===== src/sv/tcpq_pkg.sv =====
`timescale 1ns / 1ps
`default_nettype none
package tcpq_pkg;

   localparam int CAPACITY = 16;
   localparam int IDX_W    = $clog2(CAPACITY);
   localparam int CNT_W    = $clog2(CAPACITY + 1);

   localparam logic [7:0] THRESHOLD_RESET = 8'd60;

   localparam logic [1:0] MODE_INSERT   = 2'd0;
   localparam logic [1:0] MODE_SERVE    = 2'd1;
   localparam logic [1:0] MODE_WITHDRAW = 2'd2;
   localparam logic [1:0] MODE_QUERY    = 2'd3;

   typedef struct packed {
      logic [1:0]  mode;
      logic [15:0] entry_id;
      logic [7:0]  entry_age;
   } req_type;

   typedef struct packed {
      logic        ok;
      logic [15:0] served_id;
      logic [7:0]  found_age;
      logic [4:0]  entry_count;
   } rsp_type;

   typedef struct packed {
      logic [15:0] id;
      logic [7:0]  age;
   } slot_type;

endpackage
`default_nettype wire


===== src/sv/tcpq_store.sv =====
`timescale 1ns / 1ps
`default_nettype none
module tcpq_store (
   input  wire                              clock,
   input  wire                              wr_en,
   input  wire  [tcpq_pkg::IDX_W-1:0]       wr_addr,
   input  wire  tcpq_pkg::slot_type         wr_data,
   input  wire                              rd_en,
   input  wire  [tcpq_pkg::IDX_W-1:0]       rd_addr,
   output tcpq_pkg::slot_type               rd_data
);
   import tcpq_pkg::*;

   slot_type mem [CAPACITY];
   slot_type rd_data_ff;

   // slots in queue order, head at address zero
   always_ff @(posedge clock) begin
      if (wr_en) begin
         mem[wr_addr] <= wr_data;
      end
      if (rd_en) begin
         rd_data_ff <= mem[rd_addr];
      end
   end

   assign rd_data = rd_data_ff;

endmodule
`default_nettype wire


===== src/sv/two_class_priority_queue_with_cancel.sv =====
`timescale 1ns / 1ps
`default_nettype none
// a request's time grows with the slots read by the id search and the slots shifted;
// requests are taken one at a time, and the single read port of the slot memory
// reads one slot per read state, each followed by a compare or write state
// a result is held in an output register and the next request is taken while it waits
// reset (synchronous, active high) empties the queue and sets the threshold to 60;
// the slot memory is not cleared, only occupied slots are ever read
module two_class_priority_queue_with_cancel (
   input  wire                   clock,
   input  wire                   reset,
   input  wire                   req_valid,
   output logic                  req_stall,
   input  wire  tcpq_pkg::req_type req_data,
   output logic                  rsp_valid,
   input  wire                   rsp_stall,
   output tcpq_pkg::rsp_type     rsp_data,
   input  wire                   csr_valid,
   output logic                  csr_ready,
   input  wire  [7:0]            csr_wdata
);
   import tcpq_pkg::*;

   // sequencer codes
   localparam logic [2:0] S_IDLE = 3'd0; // waiting for a request
   localparam logic [2:0] S_RD   = 3'd1; // issue search read
   localparam logic [2:0] S_CMP  = 3'd2; // compare read slot
   localparam logic [2:0] S_MRD  = 3'd3; // close gap: read next slot
   localparam logic [2:0] S_MWR  = 3'd4; // close gap: write it one lower
   localparam logic [2:0] S_IRD  = 3'd5; // open gap: read slot below
   localparam logic [2:0] S_IWR  = 3'd6; // open gap: write it one higher
   localparam logic [2:0] S_FIN  = 3'd7; // hand result to output register

   logic [2:0]       state_ff, state_in;
   req_type          op_ff, op_in;
   logic             pref_ins_ff, pref_ins_in;
   logic [CNT_W-1:0] idx_ff, idx_in;
   logic [CNT_W-1:0] pos_ff, pos_in;
   logic [CNT_W-1:0] total_ff, total_in;
   logic [CNT_W-1:0] pref_ff, pref_in;
   logic [7:0]       thr_ff;
   rsp_type          res_ff, res_in;
   rsp_type          rsp_ff;
   logic             rsp_valid_ff;

   logic             wr_en, rd_en;
   logic [IDX_W-1:0] wr_addr, rd_addr;
   slot_type         wr_data, rd_data;
   logic             req_xfer, load_rsp;
   logic [CNT_W-1:0] idx_up;

   tcpq_store u_store (
      .clock   (clock),
      .wr_en   (wr_en),
      .wr_addr (wr_addr),
      .wr_data (wr_data),
      .rd_en   (rd_en),
      .rd_addr (rd_addr),
      .rd_data (rd_data)
   );

   assign req_stall = (state_ff != S_IDLE);
   assign req_xfer  = req_valid && !req_stall;
   assign csr_ready = 1'b1;
   assign load_rsp  = (state_ff == S_FIN) && (!rsp_valid_ff || !rsp_stall);
   assign idx_up    = idx_ff + 1'b1;
   assign rsp_valid = rsp_valid_ff;
   assign rsp_data  = rsp_ff;

   always_comb begin
      state_in    = state_ff;
      op_in       = op_ff;
      pref_ins_in = pref_ins_ff;
      idx_in      = idx_ff;
      pos_in      = pos_ff;
      total_in    = total_ff;
      pref_in     = pref_ff;
      res_in      = res_ff;
      wr_en       = 1'b0;
      wr_addr     = idx_ff[IDX_W-1:0];
      wr_data     = rd_data;
      rd_en       = 1'b0;
      rd_addr     = idx_ff[IDX_W-1:0];

      unique case (state_ff)
         S_IDLE: begin
            if (req_xfer) begin
               op_in  = req_data;
               idx_in = '0;
               res_in = '0;
               if (req_data.mode == MODE_INSERT &&
                   total_ff == CNT_W'(CAPACITY)) begin
                  state_in = S_FIN; // full: refused
               end else if (req_data.mode == MODE_SERVE && total_ff == '0) begin
                  state_in = S_FIN; // empty
               end else begin
                  state_in = S_RD;
               end
            end
         end
         S_RD: begin
            if (idx_ff == total_ff) begin
               // search ran off the end: id absent
               if (op_ff.mode == MODE_INSERT) begin
                  pref_ins_in = (op_ff.entry_age >= thr_ff);
                  pos_in      = (op_ff.entry_age >= thr_ff) ? pref_ff : total_ff;
                  state_in    = S_IRD;
               end else begin
                  state_in = S_FIN;
               end
            end else begin
               rd_en    = 1'b1;
               state_in = S_CMP;
            end
         end
         S_CMP: begin
            if (op_ff.mode == MODE_SERVE || rd_data.id == op_ff.entry_id) begin
               case (op_ff.mode)
                  MODE_INSERT: begin
                     state_in = S_FIN; // duplicate id: refused
                  end
                  MODE_QUERY: begin
                     res_in.ok        = 1'b1;
                     res_in.found_age = rd_data.age;
                     state_in         = S_FIN;
                  end
                  default: begin
                     res_in.ok = 1'b1;
                     if (op_ff.mode == MODE_SERVE) begin
                        res_in.served_id = rd_data.id;
                     end
                     pos_in   = idx_ff;
                     state_in = S_MRD;
                  end
               endcase
            end else begin
               idx_in   = idx_up;
               state_in = S_RD;
            end
         end
         S_MRD: begin
            if (idx_up < total_ff) begin
               rd_en    = 1'b1;
               rd_addr  = idx_up[IDX_W-1:0];
               state_in = S_MWR;
            end else begin
               total_in = total_ff - 1'b1;
               if (pos_ff < pref_ff) begin
                  pref_in = pref_ff - 1'b1;
               end
               state_in = S_FIN;
            end
         end
         S_MWR: begin
            wr_en    = 1'b1;
            idx_in   = idx_up;
            state_in = S_MRD;
         end
         S_IRD: begin
            if (idx_ff > pos_ff) begin
               rd_en    = 1'b1;
               rd_addr  = IDX_W'(idx_ff - 1'b1);
               state_in = S_IWR;
            end else begin
               // gap is open at pos: place the new entry
               wr_en        = 1'b1;
               wr_addr      = pos_ff[IDX_W-1:0];
               wr_data.id   = op_ff.entry_id;
               wr_data.age  = op_ff.entry_age;
               total_in     = total_ff + 1'b1;
               if (pref_ins_ff) begin
                  pref_in = pref_ff + 1'b1;
               end
               res_in.ok = 1'b1;
               state_in  = S_FIN;
            end
         end
         S_IWR: begin
            wr_en    = 1'b1;
            idx_in   = idx_ff - 1'b1;
            state_in = S_IRD;
         end
         S_FIN: begin
            res_in.entry_count = 5'(total_ff);
            if (load_rsp) begin
               state_in = S_IDLE;
            end
         end
         default: begin
            state_in = S_IDLE;
         end
      endcase
   end

   always_ff @(posedge clock) begin
      if (reset) begin
         state_ff     <= S_IDLE;
         total_ff     <= '0;
         pref_ff      <= '0;
         thr_ff       <= THRESHOLD_RESET;
         rsp_valid_ff <= 1'b0;
      end else begin
         state_ff <= state_in;
         total_ff <= total_in;
         pref_ff  <= pref_in;
         if (csr_valid && csr_ready) begin
            thr_ff <= csr_wdata;
         end
         // output register: loaded from the finished result, freed by a transfer
         if (load_rsp) begin
            rsp_valid_ff <= 1'b1;
         end else if (!rsp_stall) begin
            rsp_valid_ff <= 1'b0;
         end
      end
   end

   always_ff @(posedge clock) begin
      op_ff       <= op_in;
      pref_ins_ff <= pref_ins_in;
      idx_ff      <= idx_in;
      pos_ff      <= pos_in;
      res_ff      <= res_in;
      if (load_rsp) begin
         rsp_ff <= res_in;
      end
   end

`ifndef SYNTHESIS
   a_total_bound: assert property (@(posedge clock) disable iff (reset)
      total_ff <= CNT_W'(CAPACITY))
      else $error("entry count exceeds capacity");

   a_pref_bound: assert property (@(posedge clock) disable iff (reset)
      pref_ff <= total_ff)
      else $error("preferred count exceeds entry count");

   a_req_busy: assert property (@(posedge clock) disable iff (reset)
      req_xfer |=> (state_ff != S_IDLE))
      else $error("request transfer did not start a sequence");

   a_fin_load: assert property (@(posedge clock) disable iff (reset)
      load_rsp |=> (rsp_valid && state_ff == S_IDLE))
      else $error("finished result not presented");
`endif

endmodule
`default_nettype wire


===== config.mk =====
export PLATFORM = sky130hd
export DESIGN_NAME = two_class_priority_queue_with_cancel
export DESIGN_NICKNAME = d
export VERILOG_FILES = /design/src/sv/tcpq_pkg.sv /design/src/sv/tcpq_store.sv /design/src/sv/two_class_priority_queue_with_cancel.sv
export SDC_FILE = /design/constraint.sdc
export NUM_CORES = 1
export LEC_CHECK = 0
export CAP_MARGIN = 5
export CORE_MARGIN = 2
export CORE_UTILIZATION = 46
export CTS_CLUSTER_SIZE = 40
export DETAILED_ROUTE_END_ITERATION = 8
export DONT_BUFFER_PORTS = 1
export HOLD_SLACK_MARGIN = 0.05
export PLACE_DENSITY = 0.57
export SLEW_MARGIN = 20
export SYNTH_ARGS = -nofsm -noshare
export SYNTH_HDL_FRONTEND = slang
export SYNTH_HIERARCHICAL = 1
export SYNTH_SLANG_ARGS = --single-unit

===== constraint.sdc =====
create_clock -name clock -period 6.2 [get_ports clock]
set_input_delay 0.31 -clock clock [delete_from_list [all_inputs] [get_ports clock]]
set_output_delay 0.31 -clock clock [all_outputs]
set_load 0.01 [all_outputs]

==> results.yml <==
global_route:
  overflow: 0
  grt_pass1_vias: 10760
  grt_pass1_wl_um: 72440
  antenna_found_initial: 1
  grt_max_degree: 73
  grt_usage_pct: 21.25
timing:
  period_minus_slack_ns: 4.947
  rsz0062_at_grt: "false"
  finalCritPeriodShare_pct: 79.79
  hold_slack_ns: 0.08858
  fmax_ghz: 0.2021
  setup_tns_ns: 0
  tightest_slew_ns: 1.090
  fin_skew_ns: 0.01584
  slew_viol_final: 0
  slew_headroom_pct: 27.16
  finalHoldViolCount: 0
  setup_viol: 0
power_and_ir_drop:
  ir_drop_mv: 0.4259
  p_leak_nw: 7.971
  powerDensity_nw_per_um2: 515.7
critical_path:
  worstReg2RegEnd: "u_store/rd_data[0]"
  max_stage_delay_ns: 0.76
  cp-end-kind: "register"
  r2r_slack_ns: 1.25
  critPathMaxFanout: 52
  path_buf_inv: 2
  critPathSlowestCell: "a221o_4"
  cp_cell_sequence: "ha_1 -> a211o_1 -> a221o_1 -> a21o_1 -> buf_4 -> o211ai_1 -> a221o_4 -> buf_4 -> mux4_2 -> a22oi_1 -> nand2_1"
  crit_path_frequent_cell: "buf_4"
  cp.required_ns: 6.53
  r2r_cells: 11
  critPathTopFamily: "compound AO/OA/AOI/OAI gates"
  r2r_start: "idx_ff[2]"
  worstSetupPathType: "reg2reg"
  startpoint_type: "register"
  cp.arrival_ns: 5.28
outcome:
  status: "complete, no violations"
clock_tree:
  worstSkewPairLatency_ns: 0.60
  htree_levels: 2
  cts_tree: "done"
  cts_resized: 0
  cts_max_path_buffers: 3
  cts.reportedPaths.clkPinSlew_ns: 0.06
  clockRootBuffer: "clkbuf_16"
  cts.sinks: 527
  post_cts_buffers: 0
  cts_buffers: 54
  cts_hold_buffers: 41
drt:
  drc: 0
  dr_total_vias: 10730
  drt_iter0_drc: 1210
  viasPerCell: 5.748
  antenna_left: 0
  dr.pass1.iters: 5
  wl_um: 48780
  wl_per_cell_um: 26.14
cells_and_area:
  final_common_cell: "edfxtp_1"
  fin_cells: 1866
  nNetsFinal: 1296
  drive_gt1_share_pct: 20.14
  num_antenna_cells: 0
  final_cell_mix: "edfxtp_1 (475), mux4_2 (96), nand2_1 (67), clkbuf_16 (55), dfxtp_1 (52)"
  areaGrowthSynthToFinish_pct: 14.66
place:
  dp.cells: 1724
  finalWeightedCongestion: 0.8296
  portBuffers: 0
  hpwlAfterDp_um: 28150
synth:
  synth_seq_cells: 527
  yosysSeqAreaShare_pct: 73.19
  synthCells: 1148
  yosysWarnings: 6
  synth_cell_types: 60
  syn_area_per_cell_um2: 18.21
  syn-cell-area_um2: 20910
  synth_edf_count: 475
  async_flop_share_pct: 0
  synth_nets: 1222
  synth_ff_type: "edfxtp_1"
die:
  rows: 78
  die_w_um: 217.2
  start_util_pct: 46.38
  core_um2: 45090
  ios: 72
  die_h_um: 217.2
  die_area_um2: 47180
min_path:
  min_to: "state_ff[0]"
  hold_path.startpoint: "rsp_stall"
  min_path_cells: 4
  hold_class: "in2reg"
job:
  cap_violations: 0
flip-flops by register name (all words and copies together), names as in the netlist, 3 cells and up:
signal and count:
idx_ff 5, op_ff 26, pos_ff 5, pref_ff 5, res_ff 30, rsp_data 30
state_ff 3, thr_ff 8, total_ff 5, u_store/mem 384, u_store/rd_data 24
through the flow:
stage                     worst slack (ns)  utilization [%]  instance area (µm²)  power, mW
after floorplan                      1.441                -                20910      8.048
after global placement               1.313            48.27                21760      9.242
after detailed placement             1.262            48.43                21840      9.300
after CTS                            1.253            53.11                23950      12.46
after global routing                0.9885            53.17                23980      13.01
final                                1.253            53.17                23980      12.37
synthesized netlist by cell type, types with 4 or more instances:
master | n | area [µm²]
nor3_1 | 12 | 60.06
buf_2 | 12 | 60.06
nand3_1 | 13 | 65.06
mux2_2 | 19 | 214.0
clkbuf_1 | 30 | 112.6
mux4_2 | 96 | 2162
xor2_1 | 20 | 175.2
mux2i_1 | 19 | 190.2
nor2_1 | 47 | 176.4
buf_6 | 5 | 56.30
ha_1 | 33 | 412.9
xnor2_1 | 17 | 148.9
inv_1 | 41 | 153.9
o211ai_1 | 5 | 37.54
nor4_1 | 5 | 31.28
a211oi_1 | 5 | 37.54
a22oi_1 | 48 | 360.4
o22ai_1 | 4 | 25.02
dfxtp_1 | 52 | 1041
nor2b_1 | 5 | 31.28
nand2_1 | 67 | 251.5
edfxtp_1 | 475 | 14260
a21o_1 | 6 | 45.04
a22o_1 | 16 | 140.1
o21ai_0 | 23 | 115.1
a21oi_1 | 21 | 105.1
area by class of cell:
cell class / instances / area, µm²
clock buffer: 72 / 1490
clock inverter: 28 / 210.2
fill: 3604 / 21110
inverter: 43 / 161.4
multi-input combinational: 526 / 5345
sequential: 527 / 15300
tap: 600 / 750.7
timing repair buffer: 70 / 713.2
cells by family (layout without fill, tap and decap cells):
| logic type | count (synthesis) | after routing | synth area share, % |
|---|---|---|---|
| fa+ha+maj | 35 | 35 | 2.166 |
| flops | 527 | 527 | 73.19 |
| compound gates | 152 | 152 | 5.200 |
| mux | 134 | 134 | 12.27 |
| buf+inv | 95 | 213 | 2.011 |
| other cells | 1 | 1 | 0.01793 |
| xor+xnor | 37 | 37 | 1.550 |
| simple gates | 167 | 167 | 3.590 |
report_power, final:
| part | internal (mW) | switching, mW | total [mW] |
|---|---|---|---|
| Clock | 1.80 | 1.32 | 3.13 |
| Sequential | 4.84 | 0.312 | 5.15 |
| Combinational | 1.64 | 2.44 | 4.09 |
worst max path at each step:
stage / start / cells past startpoint / endpoint
3_3_place_gp: idx_ff[2] / 11 / u_store/rd_data[0]
2_1_floorplan: idx_ff[4] / 8 / u_store/mem[0][0]
6_report: idx_ff[2] / 11 / u_store/rd_data[0]
4_1_cts: idx_ff[2] / 11 / u_store/rd_data[0]
5_1_grt: idx_ff[2] / 11 / u_store/rd_data[13]
3_5_place_dp: idx_ff[2] / 11 / u_store/rd_data[0]
per-layer routing:
metal | GRT usage (%) | part of all wire [%] | up-vias
li1 | - | - | 4730
met1 | 30.48 | 43 | 5551
met2 | 33.48 | 48 | 385
met3 | 4.151 | 7.6 | 59
met4 | 5.799 | 1.9 | 0
met5 | 0 | 0 | -
worst register-to-register path, delay by kind of cell, from the launching register on:
kind                     cells  cell delay (ns)
AO/OA/AOI/OAI                6             2.12
buffers and inverters        2             1.01
flip-flops                   1             0.68
multiplexers                 1             0.47
adder cells (fa/ha/maj)      1             0.33
AND/OR/NAND/NOR              1             0.08
Note: power is estimated with default switching activity, not from simulation.
